<file path="src/rtl/dtbp_pkg.sv">
// ----------------------------------------------------------------------------
// Dual token bucket policer package
// Shared widths, constants, register indexes and the control and status
// structures passed between the top level and the bucket sequencers.
// ----------------------------------------------------------------------------
package dtbp_pkg;

  // Field and datapath widths.
  localparam int TIME_BITS  = 64;   // nanosecond timestamp
  localparam int RATE_BITS  = 32;   // rate and burst registers
  localparam int LEN_BITS   = 32;   // packet length in bytes
  localparam int FRAC_BITS  = 30;   // sub-token remainder, always below one second
  localparam int SEC_BITS   = 35;   // whole seconds in any 64-bit nanosecond span
  localparam int PROD_BITS  = SEC_BITS + RATE_BITS;
  localparam int PRELOAD_BITS = TIME_BITS - SEC_BITS;

  // Serial step counts.
  localparam int DIGIT_BITS     = 8;
  localparam int DIFF_STEPS     = TIME_BITS / DIGIT_BITS;
  localparam int DIFF_CNT_BITS  = $clog2(DIFF_STEPS);
  localparam int SERIAL_STEPS   = SEC_BITS;
  localparam int STEP_CNT_BITS  = $clog2(SERIAL_STEPS);

  // Nanoseconds in one second.
  localparam logic [FRAC_BITS-1:0] NS_PER_SEC = 30'd1_000_000_000;

  // Configuration register indexes.
  localparam int REG_IDX_BITS = 2;
  localparam logic [REG_IDX_BITS-1:0] REG_PACKET_RATE  = 2'd0;
  localparam logic [REG_IDX_BITS-1:0] REG_PACKET_BURST = 2'd1;
  localparam logic [REG_IDX_BITS-1:0] REG_BYTE_RATE    = 2'd2;
  localparam logic [REG_IDX_BITS-1:0] REG_BYTE_BURST   = 2'd3;

  // Control from the top level to one bucket.
  typedef struct packed {
    logic start;   // begin refill and spend evaluation for the held item
    logic reload;  // fill the bucket to its capacity, clear the remainder
    logic commit;  // finish the evaluation and leave the done state
    logic apply;   // with commit: write the evaluated tokens back
  } bkt_ctl_t;

  // Status from one bucket to the top level.
  typedef struct packed {
    logic done;    // evaluation finished, waiting for commit
    logic pass;    // the amount fits in the refilled bucket
  } bkt_status_t;

endpackage

</file>
<file path="src/rtl/dual_token_bucket_policer_unit.sv">
// ----------------------------------------------------------------------------
// Dual token bucket policer
// Polices packets against a packet-count bucket and a byte bucket, each
// refilled from the elapsed time at its own rate and capped at its burst.
// ----------------------------------------------------------------------------
// One packet item is taken at a time. Both buckets evaluate side by side.
// Every item runs an 8-digit time subtraction; a bucket that refills then
// runs at most a 35-step serial divide by 1e9, a 35-step serial multiply by
// the rate for whole seconds, a second 35-step multiply for the nanoseconds
// and a second 35-step divide. The byte bucket is written back only when the
// packet bucket passes; the packet token is not refunded when the byte bucket
// rejects. Writing a burst register sets a reload flag that refills that
// bucket to its capacity unless an applied commit writes that bucket back in
// the same cycle. The result register lets a finished result wait while the
// next packet is accepted.
// ----------------------------------------------------------------------------
module dual_token_bucket_policer_unit #(
  parameter int TOKEN_BITS = 32
) (
  input  logic                                   clk,
  input  logic                                   rst,
  input  logic                                   cfg_write,
  input  logic [dtbp_pkg::REG_IDX_BITS-1:0]      cfg_index,
  input  logic [dtbp_pkg::RATE_BITS-1:0]         cfg_data,
  input  logic                                   pkt_valid,
  output logic                                   pkt_stall,
  input  logic [dtbp_pkg::TIME_BITS-1:0]         now_ns,
  input  logic [dtbp_pkg::LEN_BITS-1:0]          byte_count,
  output logic                                   res_valid,
  input  logic                                   res_stall,
  output logic                                   accepted
);

  localparam logic T_IDLE = 1'b0;
  localparam logic T_RUN  = 1'b1;

  logic                                state;
  logic [dtbp_pkg::RATE_BITS-1:0]      packet_rate;
  logic [dtbp_pkg::RATE_BITS-1:0]      packet_burst;
  logic [dtbp_pkg::RATE_BITS-1:0]      byte_rate;
  logic [dtbp_pkg::RATE_BITS-1:0]      byte_burst;
  logic                                reload_pkt;
  logic                                reload_byte;
  logic                                start_r;
  logic [dtbp_pkg::TIME_BITS-1:0]      now_r;
  logic [dtbp_pkg::LEN_BITS-1:0]       len_r;
  logic                                commit_go;
  dtbp_pkg::bkt_ctl_t                  pkt_ctl;
  dtbp_pkg::bkt_ctl_t                  byte_ctl;
  dtbp_pkg::bkt_status_t               pkt_st;
  dtbp_pkg::bkt_status_t               byte_st;

  // Configuration registers; a burst write schedules a refill to capacity.
  // The reload flags start set so that both buckets fill after reset.
  always_ff @(posedge clk) begin
    if (rst) begin
      packet_rate  <= 32'd1000;
      packet_burst <= 32'd2000;
      byte_rate    <= 32'd1048576;
      byte_burst   <= 32'd2097152;
      reload_pkt   <= 1'b1;
      reload_byte  <= 1'b1;
    end else begin
      reload_pkt  <= 1'b0;
      reload_byte <= 1'b0;
      if (cfg_write) begin
        case (cfg_index)
          dtbp_pkg::REG_PACKET_RATE:  packet_rate <= cfg_data;
          dtbp_pkg::REG_PACKET_BURST: begin
            packet_burst <= cfg_data;
            reload_pkt   <= 1'b1;
          end
          dtbp_pkg::REG_BYTE_RATE:    byte_rate <= cfg_data;
          dtbp_pkg::REG_BYTE_BURST:   begin
            byte_burst  <= cfg_data;
            reload_byte <= 1'b1;
          end
          default: begin
          end
        endcase
      end
    end
  end

  // Both buckets are done and the result register can take the outcome.
  assign commit_go = (state == T_RUN) && pkt_st.done && byte_st.done
                   && (!res_valid || !res_stall);

  assign pkt_stall = (state != T_IDLE);

  // Item capture, sequencing and the result register.
  always_ff @(posedge clk) begin
    if (rst) begin
      state     <= T_IDLE;
      start_r   <= 1'b0;
      res_valid <= 1'b0;
    end else begin
      start_r <= 1'b0;
      // A new outcome takes the result register as the old one leaves.
      if (commit_go) begin
        res_valid <= 1'b1;
        accepted  <= pkt_st.pass && byte_st.pass;
      end else if (res_valid && !res_stall) begin
        res_valid <= 1'b0;
      end
      case (state)
        T_IDLE: begin
          if (pkt_valid) begin
            now_r   <= now_ns;
            len_r   <= byte_count;
            start_r <= 1'b1;
            state   <= T_RUN;
          end
        end
        T_RUN: begin
          if (commit_go) begin
            state <= T_IDLE;
          end
        end
        default: begin
          state <= T_IDLE;
        end
      endcase
    end
  end

  // The byte bucket keeps its old state when the packet bucket rejects.
  assign pkt_ctl.start   = start_r;
  assign pkt_ctl.reload  = reload_pkt;
  assign pkt_ctl.commit  = commit_go;
  assign pkt_ctl.apply   = 1'b1;
  assign byte_ctl.start  = start_r;
  assign byte_ctl.reload = reload_byte;
  assign byte_ctl.commit = commit_go;
  assign byte_ctl.apply  = pkt_st.pass;

  dtbp_bucket #(
    .TOKEN_BITS (TOKEN_BITS)
  ) u_pkt_bucket (
    .clk    (clk),
    .rst    (rst),
    .ctl    (pkt_ctl),
    .rate   (packet_rate),
    .burst  (packet_burst),
    .now    (now_r),
    .amount (dtbp_pkg::LEN_BITS'(1)),
    .status (pkt_st)
  );

  dtbp_bucket #(
    .TOKEN_BITS (TOKEN_BITS)
  ) u_byte_bucket (
    .clk    (clk),
    .rst    (rst),
    .ctl    (byte_ctl),
    .rate   (byte_rate),
    .burst  (byte_burst),
    .now    (now_r),
    .amount (len_r),
    .status (byte_st)
  );

`ifndef SYNTHESIS
  // A commit presents the combined verdict of both buckets next cycle.
  assert property (@(posedge clk) disable iff (rst)
    commit_go |=> (res_valid && (accepted == $past(pkt_st.pass && byte_st.pass))))
    else $error("result does not match the bucket verdicts");
`endif

endmodule

</file>
<file path="src/rtl/dtbp_divider.sv">
// ----------------------------------------------------------------------------
// Serial divider by one second
// Restoring division of a 64-bit nanosecond value by 1e9, one quotient bit
// per cycle, giving whole seconds and the nanosecond remainder.
// ----------------------------------------------------------------------------
module dtbp_divider (
  input  logic                                 clk,
  input  logic                                 rst,
  input  logic                                 start,
  input  logic [dtbp_pkg::TIME_BITS-1:0]       dividend,
  output logic                                 done,
  output logic [dtbp_pkg::SEC_BITS-1:0]        quot,
  output logic [dtbp_pkg::FRAC_BITS-1:0]       rem
);

  logic                                  busy;
  logic [dtbp_pkg::STEP_CNT_BITS-1:0]    cnt;
  logic [dtbp_pkg::FRAC_BITS-1:0]        rem_r;
  logic [dtbp_pkg::SEC_BITS-1:0]         dq;
  logic [dtbp_pkg::FRAC_BITS:0]          trial;
  logic                                  trial_ge;
  logic [dtbp_pkg::FRAC_BITS:0]          trial_sub;

  // One restoring step: bring down the next dividend bit and try 1e9.
  assign trial     = {rem_r, dq[dtbp_pkg::SEC_BITS-1]};
  assign trial_ge  = trial >= {1'b0, dtbp_pkg::NS_PER_SEC};
  assign trial_sub = trial - {1'b0, dtbp_pkg::NS_PER_SEC};

  // The top dividend bits are below 1e9 and go straight into the remainder;
  // the dividend register fills with quotient bits from the bottom.
  always_ff @(posedge clk) begin
    if (rst) begin
      busy <= 1'b0;
      done <= 1'b0;
      cnt  <= '0;
    end else begin
      done <= 1'b0;
      if (start) begin
        busy  <= 1'b1;
        cnt   <= '0;
        rem_r <= dtbp_pkg::FRAC_BITS'(dividend[dtbp_pkg::TIME_BITS-1:dtbp_pkg::SEC_BITS]);
        dq    <= dividend[dtbp_pkg::SEC_BITS-1:0];
      end else if (busy) begin
        rem_r <= trial_ge ? trial_sub[dtbp_pkg::FRAC_BITS-1:0]
                          : trial[dtbp_pkg::FRAC_BITS-1:0];
        dq    <= {dq[dtbp_pkg::SEC_BITS-2:0], trial_ge};
        cnt   <= cnt + 1'b1;
        if (cnt == dtbp_pkg::STEP_CNT_BITS'(dtbp_pkg::SERIAL_STEPS - 1)) begin
          busy <= 1'b0;
          done <= 1'b1;
        end
      end
    end
  end

  assign quot = dq;
  assign rem  = rem_r;

`ifndef SYNTHESIS
  // The remainder handed out is always a valid nanosecond count.
  assert property (@(posedge clk) disable iff (rst) done |-> (rem < dtbp_pkg::NS_PER_SEC))
    else $error("divider remainder not below one second");
`endif

endmodule

</file>
<file path="src/rtl/dtbp_multiplier.sv">
// ----------------------------------------------------------------------------
// Serial rate multiplier
// Serial-parallel multiply-add: the multiplier is consumed one bit per cycle
// and product bits leave the bottom of the accumulator into a shift register.
// ----------------------------------------------------------------------------
module dtbp_multiplier (
  input  logic                                 clk,
  input  logic                                 rst,
  input  logic                                 start,
  input  logic [dtbp_pkg::RATE_BITS-1:0]       mcand,
  input  logic [dtbp_pkg::SEC_BITS-1:0]        mplier,
  input  logic [dtbp_pkg::FRAC_BITS-1:0]       addend,
  output logic                                 done,
  output logic [dtbp_pkg::PROD_BITS-1:0]       product
);

  logic                                  busy;
  logic [dtbp_pkg::STEP_CNT_BITS-1:0]    cnt;
  logic [dtbp_pkg::RATE_BITS-1:0]        acc;
  logic [dtbp_pkg::SEC_BITS-1:0]         pl;
  logic [dtbp_pkg::RATE_BITS:0]          sum;

  // Add the multiplicand when the current multiplier bit is set.
  assign sum = {1'b0, acc} + (pl[0] ? {1'b0, mcand} : '0);

  // The accumulator starts at the addend, so the result is mcand*mplier+addend.
  // The user must hold the multiplicand configuration register during the run.
  always_ff @(posedge clk) begin
    if (rst) begin
      busy <= 1'b0;
      done <= 1'b0;
      cnt  <= '0;
    end else begin
      done <= 1'b0;
      if (start) begin
        busy <= 1'b1;
        cnt  <= '0;
        acc  <= dtbp_pkg::RATE_BITS'(addend);
        pl   <= mplier;
      end else if (busy) begin
        acc <= sum[dtbp_pkg::RATE_BITS:1];
        pl  <= {sum[0], pl[dtbp_pkg::SEC_BITS-1:1]};
        cnt <= cnt + 1'b1;
        if (cnt == dtbp_pkg::STEP_CNT_BITS'(dtbp_pkg::SERIAL_STEPS - 1)) begin
          busy <= 1'b0;
          done <= 1'b1;
        end
      end
    end
  end

  assign product = {acc, pl};

endmodule

</file>
<file path="src/rtl/dtbp_bucket.sv">
// ----------------------------------------------------------------------------
// Token bucket sequencer
// Holds one bucket's tokens, remainder and last update time, works out the
// refill for an item with a serial subtractor, divider and multiplier, and
// writes the bucket back, spent if the item passes, on an applied commit.
// ----------------------------------------------------------------------------
module dtbp_bucket #(
  parameter int TOKEN_BITS = 32
) (
  input  logic                               clk,
  input  logic                               rst,
  input  dtbp_pkg::bkt_ctl_t                 ctl,
  input  logic [dtbp_pkg::RATE_BITS-1:0]     rate,
  input  logic [dtbp_pkg::RATE_BITS-1:0]     burst,
  input  logic [dtbp_pkg::TIME_BITS-1:0]     now,
  input  logic [dtbp_pkg::LEN_BITS-1:0]      amount,
  output dtbp_pkg::bkt_status_t              status
);

  // Common width for capacity and amount comparisons.
  localparam int CW = (TOKEN_BITS > dtbp_pkg::RATE_BITS) ? TOKEN_BITS : dtbp_pkg::RATE_BITS;
  localparam logic [CW-1:0] MAX_TOK = CW'((65'd1 << TOKEN_BITS) - 65'd1);
  localparam int PW = dtbp_pkg::PROD_BITS;

  localparam logic [3:0] S_IDLE   = 4'd0;
  localparam logic [3:0] S_DIFF   = 4'd1;
  localparam logic [3:0] S_DECIDE = 4'd2;
  localparam logic [3:0] S_DIV1   = 4'd3;
  localparam logic [3:0] S_MUL1   = 4'd4;
  localparam logic [3:0] S_CHK1   = 4'd5;
  localparam logic [3:0] S_MUL2   = 4'd6;
  localparam logic [3:0] S_DIV2   = 4'd7;
  localparam logic [3:0] S_CHK2   = 4'd8;
  localparam logic [3:0] S_SPEND  = 4'd9;
  localparam logic [3:0] S_DONE   = 4'd10;

  logic [3:0]                              state;
  logic [dtbp_pkg::DIFF_CNT_BITS-1:0]      step_cnt;
  logic [dtbp_pkg::TIME_BITS-1:0]          elapsed;
  logic                                    borrow;
  logic                                    nonzero;
  logic [TOKEN_BITS-1:0]                   tokens;
  logic [dtbp_pkg::FRAC_BITS-1:0]          fraction;
  logic [dtbp_pkg::TIME_BITS-1:0]          last_time;
  logic [TOKEN_BITS-1:0]                   tok_w;
  logic [dtbp_pkg::FRAC_BITS-1:0]          frac_w;
  logic                                    upd_time;
  logic                                    pass_r;
  logic                                    div_start;
  logic                                    mul_start;

  logic [CW-1:0]                           burst_cw;
  logic [CW-1:0]                           cap_cw;
  logic [TOKEN_BITS-1:0]                   cap_tok;
  logic [TOKEN_BITS-1:0]                   missing_now;
  logic [TOKEN_BITS-1:0]                   missing_w;
  logic [dtbp_pkg::DIGIT_BITS:0]           diff_digit;
  logic                                    refill;
  logic [CW-1:0]                           tok_cw;
  logic [CW-1:0]                           amount_cw;
  logic [CW-1:0]                           spent_cw;
  logic [PW-1:0]                           sum_sec;
  logic [PW-1:0]                           sum_ns;

  logic [dtbp_pkg::TIME_BITS-1:0]          div_dividend;
  logic                                    div_done;
  logic [dtbp_pkg::SEC_BITS-1:0]           div_quot;
  logic [dtbp_pkg::FRAC_BITS-1:0]          div_rem;
  logic [dtbp_pkg::SEC_BITS-1:0]           mul_b;
  logic [dtbp_pkg::FRAC_BITS-1:0]          mul_add;
  logic                                    mul_done;
  logic [PW-1:0]                           mul_product;

  // Capacity is the burst saturated to the token width.
  assign burst_cw = CW'(burst);
  assign cap_cw   = (burst_cw > MAX_TOK) ? MAX_TOK : burst_cw;
  assign cap_tok  = cap_cw[TOKEN_BITS-1:0];

  assign missing_now = cap_tok - tokens;
  assign missing_w   = cap_tok - tok_w;

  // One digit of now minus last time, least significant digit first.
  assign diff_digit = {1'b0, elapsed[dtbp_pkg::DIGIT_BITS-1:0]}
                    - {1'b0, last_time[dtbp_pkg::DIGIT_BITS-1:0]}
                    - {{dtbp_pkg::DIGIT_BITS{1'b0}}, borrow};

  // Refill when time moved forward (no borrow, not zero) and the rate is not zero.
  assign refill = !borrow && nonzero && (rate != '0);

  // Token additions and the final spend.
  assign sum_sec   = PW'(tok_w) + mul_product;
  assign sum_ns    = PW'(tok_w) + PW'(div_quot);
  assign tok_cw    = CW'(tok_w);
  assign amount_cw = CW'(amount);
  assign spent_cw  = tok_cw - amount_cw;

  // Operand selection for the shared serial units.
  assign div_dividend = (state == S_DIV2) ? mul_product[dtbp_pkg::TIME_BITS-1:0] : elapsed;
  assign mul_b        = (state == S_MUL2) ? dtbp_pkg::SEC_BITS'(div_rem) : div_quot;
  assign mul_add      = (state == S_MUL2) ? fraction : '0;

  dtbp_divider u_div (
    .clk      (clk),
    .rst      (rst),
    .start    (div_start),
    .dividend (div_dividend),
    .done     (div_done),
    .quot     (div_quot),
    .rem      (div_rem)
  );

  dtbp_multiplier u_mul (
    .clk     (clk),
    .rst     (rst),
    .start   (mul_start),
    .mcand   (rate),
    .mplier  (mul_b),
    .addend  (mul_add),
    .done    (mul_done),
    .product (mul_product)
  );

  // Sequencer and bucket state.
  always_ff @(posedge clk) begin
    if (rst) begin
      state     <= S_IDLE;
      div_start <= 1'b0;
      mul_start <= 1'b0;
      fraction  <= '0;
      last_time <= '0;
    end else begin
      div_start <= 1'b0;
      mul_start <= 1'b0;
      case (state)
        S_IDLE: begin
          if (ctl.start) begin
            elapsed  <= now;
            borrow   <= 1'b0;
            nonzero  <= 1'b0;
            step_cnt <= '0;
            state    <= S_DIFF;
          end
        end
        // The last time rotates a full turn, so it comes back unchanged.
        S_DIFF: begin
          elapsed   <= {diff_digit[dtbp_pkg::DIGIT_BITS-1:0],
                        elapsed[dtbp_pkg::TIME_BITS-1:dtbp_pkg::DIGIT_BITS]};
          last_time <= {last_time[dtbp_pkg::DIGIT_BITS-1:0],
                        last_time[dtbp_pkg::TIME_BITS-1:dtbp_pkg::DIGIT_BITS]};
          borrow    <= diff_digit[dtbp_pkg::DIGIT_BITS];
          nonzero   <= nonzero || (diff_digit[dtbp_pkg::DIGIT_BITS-1:0] != '0);
          step_cnt  <= step_cnt + 1'b1;
          if (step_cnt == dtbp_pkg::DIFF_CNT_BITS'(dtbp_pkg::DIFF_STEPS - 1)) begin
            state <= S_DECIDE;
          end
        end
        S_DECIDE: begin
          tok_w <= tokens;
          if (!refill) begin
            frac_w   <= fraction;
            upd_time <= 1'b0;
            state    <= S_SPEND;
          end else if (missing_now == '0) begin
            frac_w   <= '0;
            upd_time <= 1'b1;
            state    <= S_SPEND;
          end else begin
            upd_time  <= 1'b1;
            div_start <= 1'b1;
            state     <= S_DIV1;
          end
        end
        S_DIV1: begin
          if (div_done) begin
            mul_start <= 1'b1;
            state     <= S_MUL1;
          end
        end
        S_MUL1: begin
          if (mul_done) begin
            state <= S_CHK1;
          end
        end
        // Whole seconds alone may be enough to fill the bucket.
        S_CHK1: begin
          if (mul_product >= PW'(missing_w)) begin
            tok_w  <= cap_tok;
            frac_w <= '0;
            state  <= S_SPEND;
          end else begin
            tok_w     <= sum_sec[TOKEN_BITS-1:0];
            mul_start <= 1'b1;
            state     <= S_MUL2;
          end
        end
        S_MUL2: begin
          if (mul_done) begin
            div_start <= 1'b1;
            state     <= S_DIV2;
          end
        end
        S_DIV2: begin
          if (div_done) begin
            state <= S_CHK2;
          end
        end
        // Tokens from the nanosecond part and the carried remainder.
        S_CHK2: begin
          if (PW'(div_quot) >= PW'(missing_w)) begin
            tok_w  <= cap_tok;
            frac_w <= '0;
          end else begin
            tok_w  <= sum_ns[TOKEN_BITS-1:0];
            frac_w <= div_rem;
          end
          state <= S_SPEND;
        end
        S_SPEND: begin
          pass_r <= amount_cw <= tok_cw;
          state  <= S_DONE;
        end
        S_DONE: begin
          if (ctl.commit) begin
            state <= S_IDLE;
          end
        end
        default: begin
          state <= S_IDLE;
        end
      endcase

      // Write-back on an applied commit, otherwise a capacity reload.
      if (state == S_DONE && ctl.commit && ctl.apply) begin
        tokens   <= pass_r ? spent_cw[TOKEN_BITS-1:0] : tok_w;
        fraction <= frac_w;
        if (upd_time) begin
          last_time <= now;
        end
      end else if (ctl.reload) begin
        tokens   <= cap_tok;
        fraction <= '0;
      end
    end
  end

  assign status.done = (state == S_DONE);
  assign status.pass = pass_r;

`ifndef SYNTHESIS
  // A settled bucket never holds more than its capacity.
  assert property (@(posedge clk) disable iff (rst)
    (state == S_IDLE && !ctl.reload) |-> (tokens <= cap_tok))
    else $error("bucket tokens above capacity");

  // The carried remainder stays below one second's worth.
  assert property (@(posedge clk) disable iff (rst) fraction < dtbp_pkg::NS_PER_SEC)
    else $error("bucket remainder out of range");
`endif

endmodule

</file>
<file path="config.mk">
export PLATFORM = sky130hd
export DESIGN_NAME = dual_token_bucket_policer_unit
export DESIGN_NICKNAME = d
export VERILOG_FILES = /design/src/rtl/dtbp_pkg.sv /design/src/rtl/dual_token_bucket_policer_unit.sv /design/src/rtl/dtbp_divider.sv /design/src/rtl/dtbp_multiplier.sv /design/src/rtl/dtbp_bucket.sv
export SDC_FILE = /design/constraint.sdc
export NUM_CORES = 2
export LEC_CHECK = 0
export ABC_CLOCK_PERIOD_IN_PS = 13000
export BUFFER_PORTS_ARGS = -buffer_cell sky130_fd_sc_hd__buf_2
export CAP_MARGIN = 20
export CORE_UTILIZATION = 40
export DETAILED_ROUTE_END_ITERATION = 12
export HOLD_SLACK_MARGIN = 0.05
export RECOVER_POWER = 100
export SLEW_MARGIN = 20
export SYNTH_ARGS = -nofsm -noshare
export SYNTH_HDL_FRONTEND = slang
export SYNTH_SLANG_ARGS = --single-unit
</file>
<file path="constraint.sdc">
create_clock -name clk -period 13 [get_ports clk]
set_input_delay 0.65 -clock clk [delete_from_list [all_inputs] [get_ports clk]]
set_output_delay 0.65 -clock clk [all_outputs]
set_load 0.01 [all_outputs]
</file>
==> flow_summary.ini <==
[timing]
fmax_ghz = 0.103
maxSlewViolCount = 2477
relSlewSlack_pct = -217
whs_ns = 0.102
fin_crit_sh_pct = 74.9
worstMarginPinSlew_ns = 4.75
finalSetupTns_ns = 0
hold_viol = 0
fin_crit_ns = 9.73
fin_skew_ns = 0.116
rsz0062_at_grt = false
setup_viol_count_final = 0

[run_status]
status = complete, but fails checks
violations = max-capacitance violations, max-slew violations

[clock_tree]
clk_latency_ns = 0.81
h-tree-depth = 3
cts.sinks = 1056
postCtsResizedCells = 0
tritoncts = built
cts_root_buf = clkbuf_16
clk_path_buf_depth = 3
clk_pin_slew_ns = 0.06
cts_made_buffers = 118

[synth]
synthArstFlopShare_pct = 0
ys_seq_area_share_pct = 41.4
synth_top_area_share_pct = 30.6
synth_edf_count = 691
ys.flop_type = edfxtp_1
ys_warn_count = 0
synth.distinct_cells = 90
synth_top_area_cell = edfxtp_1
synth-seq-cells = 1056
synth_nets = 8327
synthTopCellsByArea = edfxtp_1 (31%), dfxtp_1 (11%), ha_1 (9.5%)
synth.cell_area_um2 = 67800
postSynthCellCount = 7663
synth_area_per_cell_um2 = 8.85

[setup_path]
slowest_stage = clkbuf_1
crit_type = flop to flop
critPathMaxStageDelay_ns = 3.33
crit_arrival_ns = 10.34
cpMostUsedCell = clkbuf_1
path_buf_inv = 4
critical_path_required_ns = 13.61
critPathTopFamily = buffers and inverters
cp_cell_sequence = nand2b_1, nor2_1, clkbuf_1, and4_1, nand2_2, clkbuf_1, nor2_1, clkbuf_1, nand2_1, clkbuf_1, o211ai_1, o21ai_0, nor2_1
critPathMaxFanout = 127
crit_path_start_kind = flop
critPathCaptureType = flop

[power]
power_density_nw_per_um2 = 116
p_leak_nw = 30.7
vdd.ir_drop.worst_v = 0.000133
p_total_w = 0.00874

[place]
globalplace.congestion = 0.987
hpwl_um = 193000
io_buffer_count = 137
dpl_cell_area_um2 = 70700
dp.cells = 9713

[global_route]
grt_antenna_before_repair = 15
grt_pass1_vias = 55500
overflow = 0
track_usage_pct = 29.6
grt_max_degree = 129
grt_pass1_wl_um = 374000

[detailed_routing]
wl_per_cell_um = 25.9
drt_iter0_markers = 6744
first_pass_iters = 8
drc = 0
vias = 59900
wirelength_um = 259000
vias_per_cell = 5.98
ant_nets = 0

[cells_and_area]
drive_gt1_share_pct = 5.38
final_cell_mix = nand2_1 (1256), edfxtp_1 (691), a21oi_1 (680)
nFillCells = 16500
multi_input_area_um2 = 37200
syn2layout_area_growth_pct = 10.8
final_nets = 8367
final_area_um2 = 75200
instances_no_fill = 10000
seqCellArea_um2 = 28100
layout_commonest_cell = nand2_1

[floorplanning]
row_count = 150
coreArea_um2 = 168000
dieWidth_um = 414
dieArea_um2 = 171000
dieHeight_um = 414
ioPinCount = 138
start_util_pct = 40.4

[worst_hold_path]
min_path_type = input port to flop

[job]
drv_cap = 52
cell type report:
type	count	share of cell area, %
multi-input cells	5899	49.5
flip-flops and latches	1056	37.4
clock buffers	152	4.29
well taps	2204	3.67
repair buffers	285	2.40
inverters	343	1.71
clock inverters	74	1.05
diodes	2	0.00666
final timing paths:
| check | slack, ns | cells past startpoint | from | endpoint |
|---|---|---|---|---|
| min | 0.10 | 1 | byte_count[19] | len_r[19] |
| min reg2reg | 0.41 | 2 | u_byte_bucket.u_mul.done | u_byte_bucket.div_start |
| max | 3.27 | 13 | u_byte_bucket.state[0] | u_byte_bucket.last_time[56] |
| max reg2reg | 3.27 | 13 | u_byte_bucket.state[0] | u_byte_bucket.last_time[56] |
through the flow:
stage / setup slack, ns / util (%)
after detailed placement: 5.53 / 42.1
after global placement: 5.54 / 42.1
after floorplan: 4.24 / -
after global routing: 2.55 / 44.8
after CTS: 5.52 / 45.0
final: 3.27 / 44.8
sequential cells by signal (all words and copies together), names as in the netlist, 32 cells and up:
signal                    flops
u_byte_bucket.tok_cw         32
byte_burst                   32
packet_rate                  32
u_byte_bucket.tokens         32
u_byte_bucket.last_time      64
u_byte_bucket.u_div.quot     35
u_byte_bucket.u_mul.acc      32
u_byte_bucket.u_mul.pl       35
u_pkt_bucket.last_time       64
len_r                        32
u_pkt_bucket.tok_cw          32
u_pkt_bucket.u_mul.pl        35
now_r                        64
byte_rate                    32
u_pkt_bucket.elapsed         64
u_pkt_bucket.u_mul.acc       32
packet_burst                 32
u_pkt_bucket.tokens          32
u_pkt_bucket.u_div.quot      35
u_byte_bucket.elapsed        64
Yosys cell counts (24+ instances only):
library cell and number:
nand2_1 1259, or2_2 24, nand3b_1 40, ha_1 516, and3_1 37, nor4_1 57
o21a_1 71, a21oi_1 684, nor2_1 583, a211oi_1 49, nor3_1 118, o22ai_1 26
o31ai_1 27, a21o_1 194, dfxtp_1 365, nand2b_1 67, nor2b_1 60, or3_1 36
clkbuf_1 327, o211ai_1 41, nand3_1 288, xnor2_1 223, a222oi_1 32, buf_1 31
a31oi_1 47, xor2_1 127, edfxtp_1 691, o21ai_0 485, and2_1 82, a22o_1 93
mux2i_1 235, o21bai_1 45, inv_1 342, nand4_1 72
power by group:
group / total (W) / switching (W) / internal, W
clock network: 0.00352 / 0.00154 / 0.00198
logic: 0.00127 / 0.000844 / 0.000431
registers: 0.00395 / 0.000202 / 0.00375
total: 0.00874 / 0.00259 / 0.00616
timing repair:
item / CTS / global route
setup buffers: 0 / 0
hold buffers: 74 / 0
hold endpoints to repair: 74 / 0
setup endpoints to repair: 0 / 0
worst register-to-register path, delay by kind of cell, from the launching register on:
| family | cells | cell delay, ns |
|---|---|---|
| buffers and inverters | 4 | 6.07 |
| AO/OA/AOI/OAI | 2 | 0.69 |
| AND/OR/NAND/NOR | 7 | 2.22 |
| flip-flops | 1 | 0.61 |
cells by family (layout without fill, tap and decap cells):
| logic type | after synthesis | count (layout) | share of synthesized area (%) |
|---|---|---|---|
| AOI/OAI and AO/OA | 1993 | 1993 | 18.3 |
| xor gates and xnor gates | 350 | 350 | 4.52 |
| adders and majority gates | 529 | 529 | 9.90 |
| buffers and inverters | 708 | 854 | 3.93 |
| DFF | 1056 | 1056 | 41.4 |
| muxes | 241 | 241 | 3.57 |
| other | 0 | 2 | 0 |
| and+or+nand+nor | 2786 | 2786 | 18.4 |
routing by layer:
layer / up-vias / global-route usage, % / share of wire (%)
li1: 27700 / - / -
met1: 29200 / 41.1 / 43
met4: 2 / 12.1 / 4.4
met5: - / 0 / 0.0046
met2: 2592 / 45.3 / 44
met3: 384 / 4.94 / 9.0
Power figures use the tool's default switching activity.
